==> src/rtl/sfm_pkg.sv <==
package sfm_pkg;

  // Input item kinds
  localparam logic KIND_PATTERN = 1'b0;
  localparam logic KIND_TEXT    = 1'b1;

  // ASCII letter range for case folding
  localparam logic [15:0] UPPER_A    = 16'h0041;
  localparam logic [15:0] UPPER_Z    = 16'h005A;
  localparam logic [15:0] CASE_DELTA = 16'h0020;

  // Shift and compare controls shared by every cell of the row
  typedef struct packed {
    logic text_shift;
    logic pat_shift;
    logic exact_cmp;
  } cell_ctrl_t;

  // Fold A..Z to a..z unless the compare is exact
  function automatic logic [15:0] fold_char(input logic [15:0] c, input logic exact);
    logic [15:0] r;
    r = c;
    if (!exact && c >= UPPER_A && c <= UPPER_Z) begin
      r = c + CASE_DELTA;
    end
    return r;
  endfunction

endpackage

==> src/rtl/sfm_cell.sv <==
module sfm_cell (
  input  logic              clk,
  input  sfm_pkg::cell_ctrl_t ctrl,
  input  logic              active,
  input  logic [15:0]       text_in,
  input  logic [15:0]       pat_in,
  output logic [15:0]       text_char,
  output logic [15:0]       pat_char,
  output logic              hit
);
  import sfm_pkg::*;

  // Advance the text window and the reversed pattern one place
  always_ff @(posedge clk) begin
    if (ctrl.text_shift) begin
      text_char <= text_in;
    end
    if (ctrl.pat_shift) begin
      pat_char <= pat_in;
    end
  end

  // Compare the character arriving here against this pattern position
  assign hit = !active ||
               (fold_char(text_in, ctrl.exact_cmp) ==
                fold_char(pat_char, ctrl.exact_cmp));

endmodule

==> src/rtl/sfm_chain.sv <==
module sfm_chain #(
  parameter int MAX_PATTERN = 32,
  parameter int CW          = $clog2(MAX_PATTERN + 1)
) (
  input  logic                clk,
  input  sfm_pkg::cell_ctrl_t ctrl,
  input  logic [15:0]         char_code,
  input  logic [CW-1:0]       pattern_count,
  output logic                all_hit
);
  import sfm_pkg::*;

  logic [15:0]            text_tap [MAX_PATTERN];
  logic [15:0]            pat_tap  [MAX_PATTERN];
  logic [MAX_PATTERN-1:0] hits;

  // Row of cells: cell k holds window position k and pattern position count-1-k
  for (genvar k = 0; k < MAX_PATTERN; k++) begin : g_cell
    logic [15:0] text_in;
    logic [15:0] pat_in;
    logic        active;

    if (k == 0) begin : g_head
      assign text_in = char_code;
      assign pat_in  = char_code;
    end else begin : g_body
      assign text_in = text_tap[k-1];
      assign pat_in  = pat_tap[k-1];
    end

    assign active = (pattern_count > CW'(k));

    sfm_cell u_cell (
      .clk       (clk),
      .ctrl      (ctrl),
      .active    (active),
      .text_in   (text_in),
      .pat_in    (pat_in),
      .text_char (text_tap[k]),
      .pat_char  (pat_tap[k]),
      .hit       (hits[k])
    );
  end

  // Combine the cell verdicts
  assign all_hit = &hits;

endmodule

==> src/rtl/substring_first_match.sv <==
// First-occurrence search of a stored pattern of 16-bit characters.
// Input channel (in_valid / in_stall) carries pattern and text items; a
// pattern item with first_item set restarts the pattern, later ones append
// (characters beyond MAX_PATTERN are dropped). A text item with first_item
// set opens a new search at base_offset.
// Output channel (out_valid / out_stall) gives one result per search: the
// first match (found, match_start, match_length) or, on the last_item text
// character, not found. Text after a result is dropped until the next first.
// Config channel (cfg_valid / cfg_ready / cfg_data) writes exact_cmp;
// write it only while the block is idle. cfg_ready is always high.
// A result appears in the output register in the cycle after its text
// transaction. One item per cycle while in_stall is low; the whole window is
// compared by the row of MAX_PATTERN cells in the cycle it is shifted.
// in_stall rises only while a result waits in the output register and the
// receiver stalls it; the pending result holds until taken.
// Reset clears the pattern length, the search state and the output valid
// flag, and sets exact_cmp to 1. Window and pattern cells need no
// clearing: only entries written by the current pattern and search are used.
module substring_first_match #(
  parameter int MAX_PATTERN = 32
) (
  input  logic        clk,
  input  logic        rst,
  input  logic        in_valid,
  output logic        in_stall,
  input  logic        kind,
  input  logic [15:0] char_code,
  input  logic        first_item,
  input  logic        last_item,
  input  logic [31:0] base_offset,
  output logic        out_valid,
  input  logic        out_stall,
  output logic        found,
  output logic [31:0] match_start,
  output logic [5:0]  match_length,
  input  logic        cfg_valid,
  output logic        cfg_ready,
  input  logic        cfg_data
);
  import sfm_pkg::*;

  localparam int CW = $clog2(MAX_PATTERN + 1);

  logic          exact_cmp;
  logic [CW-1:0] pattern_count, pattern_count_next;
  logic [31:0]   chars_seen, chars_seen_next;
  logic [31:0]   end_pos, end_pos_next;
  logic [CW-1:0] fill, fill_next;
  logic          search_finished, search_finished_next;

  logic          in_acc;
  cell_ctrl_t    ctrl;
  logic          all_hit;
  logic          result;
  logic          matched;
  logic [31:0]   start_pos;

  assign cfg_ready = 1'b1;
  assign in_stall  = out_valid && out_stall;
  assign in_acc    = in_valid && !in_stall;

  // Next state of the pattern length and the search
  always_comb begin
    logic [CW-1:0] pc_base;
    logic [31:0]   cs_base;
    logic [31:0]   end_base;
    logic [CW-1:0] fill_base;
    logic          fin_base;
    logic          sat;

    pc_base   = first_item ? '0 : pattern_count;
    cs_base   = first_item ? '0 : chars_seen;
    end_base  = first_item ? base_offset : end_pos;
    fill_base = first_item ? '0 : fill;
    fin_base  = first_item ? 1'b0 : search_finished;
    sat       = (cs_base == 32'hFFFF_FFFF);

    pattern_count_next   = pattern_count;
    chars_seen_next      = chars_seen;
    end_pos_next         = end_pos;
    fill_next            = fill;
    search_finished_next = search_finished;
    ctrl.text_shift      = 1'b0;
    ctrl.pat_shift       = 1'b0;
    ctrl.exact_cmp       = exact_cmp;

    if (in_acc && kind == KIND_PATTERN) begin
      pattern_count_next = pc_base;
      if (pc_base < CW'(MAX_PATTERN)) begin
        pattern_count_next = pc_base + CW'(1);
        ctrl.pat_shift     = 1'b1;
      end
    end else if (in_acc && kind == KIND_TEXT) begin
      search_finished_next = fin_base;
      if (!fin_base) begin
        ctrl.text_shift = 1'b1;
        chars_seen_next = sat ? cs_base : cs_base + 32'd1;
        end_pos_next    = sat ? end_base : end_base + 32'd1;
        fill_next       = (fill_base == CW'(MAX_PATTERN)) ? fill_base : fill_base + CW'(1);
      end else begin
        chars_seen_next = cs_base;
        end_pos_next    = end_base;
        fill_next       = fill_base;
      end
    end
  end

  // Decide the verdict for the character being shifted in
  assign matched   = ctrl.text_shift && all_hit && (pattern_count != '0) &&
                     (fill_next >= pattern_count);
  assign result    = ctrl.text_shift && (matched || last_item);
  assign start_pos = end_pos_next - 32'(pattern_count);

  sfm_chain #(
    .MAX_PATTERN (MAX_PATTERN),
    .CW          (CW)
  ) u_chain (
    .clk           (clk),
    .ctrl          (ctrl),
    .char_code     (char_code),
    .pattern_count (pattern_count),
    .all_hit       (all_hit)
  );

  // Hold the configuration and the search state
  always_ff @(posedge clk) begin
    if (rst) begin
      exact_cmp       <= 1'b1;
      pattern_count   <= '0;
      chars_seen      <= '0;
      end_pos         <= '0;
      fill            <= '0;
      search_finished <= 1'b0;
    end else begin
      if (cfg_valid && cfg_ready) begin
        exact_cmp <= cfg_data;
      end
      pattern_count   <= pattern_count_next;
      chars_seen      <= chars_seen_next;
      end_pos         <= end_pos_next;
      fill            <= fill_next;
      search_finished <= result ? 1'b1 : search_finished_next;
    end
  end

  // Output register: load a result, drop it once taken
  always_ff @(posedge clk) begin
    if (rst) begin
      out_valid <= 1'b0;
    end else if (result) begin
      out_valid <= 1'b1;
    end else if (!out_stall) begin
      out_valid <= 1'b0;
    end
  end

  always_ff @(posedge clk) begin
    if (result) begin
      found        <= matched;
      match_start  <= matched ? start_pos : 32'd0;
      match_length <= matched ? 6'(pattern_count) : 6'd0;
    end
  end

endmodule

==> config.mk <==
export PLATFORM = sky130hd
export DESIGN_NAME = substring_first_match
export DESIGN_NICKNAME = d
export VERILOG_FILES = /design/src/rtl/sfm_pkg.sv /design/src/rtl/sfm_cell.sv /design/src/rtl/sfm_chain.sv /design/src/rtl/substring_first_match.sv
export SDC_FILE = /design/constraint.sdc
export NUM_CORES = 2
export LEC_CHECK = 0
export ABC_AREA = 1
export BUFFER_PORTS_ARGS = -buffer_cell sky130_fd_sc_hd__clkbuf_2
export CELL_PAD_IN_SITES_DETAIL_PLACEMENT = 0
export CELL_PAD_IN_SITES_GLOBAL_PLACEMENT = 1
export CORE_ASPECT_RATIO = 0.7
export CORE_MARGIN = 2
export CORE_UTILIZATION = 54
export DETAILED_ROUTE_END_ITERATION = 10
export GPL_TIMING_DRIVEN = 1
export PLACE_DENSITY_LB_ADDON = 0.1
export REMOVE_ABC_BUFFERS = 1
export SLEW_MARGIN = 15
export SYNTH_ARGS = -nofsm -noshare
export SYNTH_HDL_FRONTEND = slang
export SYNTH_SLANG_ARGS = --single-unit
==> constraint.sdc <==
create_clock -name clk -period 27.4 [get_ports clk]
set_input_delay 4.11 -clock clk [delete_from_list [all_inputs] [get_ports clk]]
set_output_delay 4.11 -clock clk [all_outputs]
set_load 0.01 [all_outputs]
Yosys cells after proc, flatten, opt, wreduce, memory -nomap -nowiden
Index checks and enable logic that the tools add are counted.
Storage, ports and cells
  word-level logic and storage cells: 640
  register bits: 1126
  input port bits: 57
  output and inout bits: 42
Cells by class
  bitwise logic cells: 2
  eq/ne operators: 36
  add/subtract/negate cells: 69
  multiplexer cells: 90
  order comparisons: 162
  reductions and logical operators: 208
Operators by type and width (number)
  16-bit by 6-bit adder with 16-bit output (second input constant): 64
  16-bit by 7-bit greater-or-equal comparator with 1-bit output (second input constant): 64
  16-bit by 7-bit less-or-equal comparator with 1-bit output (second input constant): 64
  16-bit 2-to-1 mux: 64
  16-bit == test: 32
  32-bit 2-to-1 mux: 8
  1-bit logical AND: 136
  6-bit by 5-bit greater-than comparator with 1-bit output (second input constant): 16
  32-bit by 1-bit adder with 32-bit output (second input constant): 2
  6-bit by 4-bit greater-than comparator with 1-bit output (second input constant): 8
  6-bit 2-to-1 mux: 7
  1-bit logical NOT: 34
  1-bit logical OR: 33
  32-bit == test (second input constant): 1
  32-bit AND reduction: 1
  32-bit by 6-bit subtractor with 32-bit output: 1
  6-bit by 3-bit greater-than comparator with 1-bit output (second input constant): 4
  6-bit by 1-bit adder with 6-bit output (second input constant): 2
  6-bit by 1-bit greater-than comparator with 1-bit output (second input constant): 2
  6-bit by 2-bit greater-than comparator with 1-bit output (second input constant): 2
  1-bit 2-to-1 mux: 11
  6-bit == test (second input constant): 1
  6-bit greater-or-equal comparator: 1
  6-bit < comparator (second input constant): 1
  other kinds (6): 8

Depth between registers and ports, before layout
  word-level depth: 14
  gate-level depth with buffers: 38
  gate-level depth less buffers: 33

By module
From an unflattened synthesis, not the netlist that was laid out.
Unflattened totals
  cells, all modules: 6324
  area total of the unflattened synthesis: 59298.1 um^2
By module, submodules not included
  sfm_cell: area an instance 1587.8 um^2, seq. area each 960.9 um^2, instances 32, cells an instance 156
  substring_first_match: area an instance 8059.0 um^2, seq. area each 2752.6 um^2, instances 1, cells an instance 1236
  sfm_chain: area an instance 430.4 um^2, seq. area each 0.0 um^2, instances 1, cells an instance 96

Least setup slack after synthesis
Ideal clock, no wire load.
  path kind: input-to-reg
  start point: input port first_item
  end point: register found (enable)
  data required time: 27.004 ns
  setup time: 0.396 ns
  stages on the path: 26
  data arrival time: 18.416 ns
  buffers on the path: 4
  setup slack: 8.588 ns
  path through: buf_6 -> buf_8 -> buf_6 -> nor2_2 -> inv_2 -> buf_4 -> nand2_2 -> inv_1 -> nand2_1 -> xor2_1 -> inv_1 -> ha_1 -> o21ai_0 -> nand2_1 -> a21oi_1 -> o21bai_1 -> a21oi_1 -> o21bai_1 -> nand4_1 -> nor2_1 -> nand2_1 -> nor3_1 -> nand2_1 -> nand2_1 -> nand2_1 -> inv_1
RTL lines
  start: declaration: line substring_first_match.sv:28  | input logic first_item,
  end signal: assignment: line substring_first_match.sv:159  | found <= matched;
  end: declaration: line substring_first_match.sv:33  | output logic found,

Worst setup path after layout
  start point: input port out_stall
  end point: output port in_stall
Between the ends
  word-level cells in the longest chain between the ends: 1
Ends and longest elaborated chain
  start: declaration: line substring_first_match.sv:32  | input logic out_stall,
  1-bit logical AND: line substring_first_match.sv:59  | assign in_stall = out_valid && out_stall;
  end: declaration: line substring_first_match.sv:25  | output logic in_stall,
No other way between the ends.

==> out/metrics.yaml <==
global_routing:
  grt_antenna_before_repair: 2
  grt_use_met1_pct: 42.2
  grt_max_degree: 126
  total_global_routing_track_utilization_pct: 25.0
  routing_usage_on_met3_pct: 4.10
  grt_first_pass_wirelength_um: 206000
  global_route.overflow_total: 0
  met2_usage_pct: 33.7
  via_count_of_the_first_global_routing_pass: 35400
  gr-max-usage-layer: "met1"
power_and_ir_drop:
  static-leakage-power_nw: 24.5
  power_switching_share_pct: 23.7
  power.sequential.fraction_pct: 53.3
  total_switching_power_w: 0.000902
  cellInternalPower_w: 0.00291
  pwr_density_cell_mw_per_mm2: 62.6
  maximum_vdd_ir_drop_mv: 0.0500
  power.share.clock_pct: 40.4
  pwr-share-comb_pct: 6.3
outcome:
  status: "completed"
timing:
  max_slew_margin_pct: 28.5
  rsz0062_at_grt: "false"
  tns_ns: 0
  timing.final.crit_period_ns: 8.67
  maxClockFrequency_mhz: 115
  post-route-period-util_pct: 31.6
  finalClockSkew_ns: 0.0321
  setup-violations-final: 0
  layout_setup_ws_ns: 18.73
  worst-slew-pin-transition_ns: 1.07
  hold_viol_final: 0
  final_number_of_max_transition_violations: 0
floorplanning:
  std_cell_rows: 98
  core-area_mm2: 0.102
  die-width_um: 386
  chipHeight_um: 271
  initial_core_util_pct: 54.2
  io_pins: 99
  dieArea_mm2: 0.105
logic_synthesis:
  synthArstFlopShare_pct: 0
  synth_top_area_share_pct: 57.0
  synth.ff_latch_count: 1126
  yosys_warnings: 0
  synth_top_flop_cell: "sky130_fd_sc_hd__edfxtp_1"
  synth_most_common_cell: "sky130_fd_sc_hd__nand2_1"
  mean_syn_cell_area_um2: 9.69
  synth_top_cell_by_area: "sky130_fd_sc_hd__edfxtp_1"
  post_synth_inst_count: 5691
  synth_cell_types: 70
  synth.cell_area_mm2: 0.0551
  synth.cells.most_frequent: "sky130_fd_sc_hd__nand2_1, sky130_fd_sc_hd__edfxtp_1, sky130_fd_sc_hd__nor2_1"
  netlist_top_cells_area: "sky130_fd_sc_hd__edfxtp_1, sky130_fd_sc_hd__nand2_1, sky130_fd_sc_hd__nor2_1, sky130_fd_sc_hd__inv_1, sky130_fd_sc_hd__nand3_1"
  post_synthesis_sequential_area_ratio_pct: 59.9
  synth-edff-count: 1047
hold_path:
  hold_path.class: "register to register"
  min_delay_path_depth: 0
worst_setup_path:
  critPathRequiredTime_ns: 23.29
  crit_path_max_fanout: 3
  r2r_cells: 22
  critical_path.startpoint_type: "input port"
  start_to_end_type_of_the_worst_setup_path: "input port to primary output"
  critical_path.endpoint_type: "primary output"
  critical_path_arrival_ns: 4.56
clock_tree:
  postCtsHoldBufs: 0
  clkLatencyLatePin_ns: 0.74
  clock_path_buffers: 3
  clk_pin_slew_worst_paths_ns: 0.06
  tritoncts: "yes"
  clock_sink_count: 1126
  cts_resized: 0
  cts-root-buf: "sky130_fd_sc_hd__clkbuf_16"
  tritoncts.num_buffers: 109
  cts.repair_timing.setup_buffer_count: 0
  cts-htree-levels: 3
final_layout:
  filler_cell_count: 8586
  area_growth_pct: 10.4
  fraction_of_layout_cells_with_a_size_suffix_above_1_pct: 7.49
  design.final.nets: 6009
  final_util_pct: 59.9
  post_layout_nonfiller_instances: 7315
placement:
  globalplace.congestion: 0.900
  total_of_buffers_placed_on_input_and_output_ports: 97
  placed_cells: 7109
  dpl.hpwl_um: 95200
  post-place-ws_ns: 18.07
detailed_routing:
  postRouteWirelength_um: 131000
  vias: 38600
  drtPass1Iterations: 7
  drc_errors: 0
  route.antenna.remaining_nets: 0
  routed_wire_length_per_instance_um: 17.9
  drt_iter0_drc: 3474
  avgViaCountPerCell: 5.28
run:
  drv_cap: 0
==> logic make-up after synthesis <==
family,synth area share (%)
AOI/OAI and AO/OA,3.69
xor gates and xnor gates,5.08
adders and majority gates,1.87
buffers and inverters,5.80
DFF,59.9
other,0.00680
and+or+nand+nor,23.7
==> cell type report <==
type,instances,area [um^2],share of cell area (%)
Sequential cell,1126,33000,54.3
Multi-Input combinational cell,3746,18900,31.1
Inverter,769,2910,4.78
Clock buffer,131,2850,4.68
Tap cell,1350,1690,2.78
Clock inverter,74,813,1.34
Timing Repair Buffer,118,643,1.06
Antenna cell,1,2.50,0.00411
==> worst paths after layout <==
| kind | startpoint | end | slack, ns |
|---|---|---|---|
| max reg2reg | exact_cmp | match_start[9] | 21.88 |
| min reg2reg | u_chain.g_cell[19].u_cell.pat_char[15] | u_chain.g_cell[20].u_cell.pat_char[15] | 0.45 |
| max | out_stall | in_stall | 18.73 |
| min | u_chain.g_cell[19].u_cell.pat_char[15] | u_chain.g_cell[20].u_cell.pat_char[15] | 0.45 |
==> cells in the final DEF, fill, tap and decap left out, drive strengths merged, types with 2 or more instances in the layout <==
cell and n:
nand2 1344, edfxtp 1047, nor2 842, inv 766, nand3 391, clkbuf 228
xor2 207, o21ai 161, nor3 128, nand4 124, xnor2 113, a21oi 104
ha 81, dfxtp 79, clkinv 60, or2 52, nor4 43, nand3b 43
o21bai 32, buf 21, o2111ai 14, o22ai 14, bufinv 13, and2 10
a21boi 7, nor3b 6, o211ai 5, clkinvlp 4, nor2b 3, and3 3
o21a 2, or3 2, o31ai 2, a21o 2
==> sequential cells by signal, summed over array words and instances (netlist names) <==
register / flops
out_valid: 1
end_pos: 32
fill: 6
match_start: 32
exact_cmp: 1
match_length: 6
found: 1
u_chain.g_cell.u_cell.text_char: 496
search_finished: 1
pattern_count: 6
u_chain.g_cell.u_cell.pat_char: 512
chars_seen: 32
==> stage by stage <==
step           hold slack, ns  cell area [um^2]  power, W
2_1_floorplan           0.426             54800   0.00224
3_3_place_gp            0.434             57200   0.00230
3_5_place_dp            0.439             57200   0.00230
4_1_cts                 0.454             60800   0.00384
5_1_grt                 0.458             60800   0.00395
6_report                0.453             60800   0.00381
==> critical path: stages <==
cell                       delay, ns
sky130_fd_sc_hd__clkbuf_2       0.08
sky130_fd_sc_hd__nand2_1        0.07
sky130_fd_sc_hd__inv_1          0.14
sky130_fd_sc_hd__clkbuf_2       0.16
==> power groups by stage <==
stage          Combinational, W  Clock (W)  Sequential, W
2_1_floorplan          0.000170          0        0.00207
3_3_place_gp           0.000235          0        0.00206
3_5_place_dp           0.000239          0        0.00206
4_1_cts                0.000241    0.00157        0.00203
5_1_grt                0.000273    0.00164        0.00204
6_report               0.000241    0.00154        0.00203
==> metal layers <==
layer | up-vias | part of all wire, %
li1 | 19300 | -
met1 | 18100 | 52
met2 | 1069 | 40
met3 | 137 | 6.7
met4 | 0 | 1.4
met5 | - | 0
(Power assumes the default switching activity.)
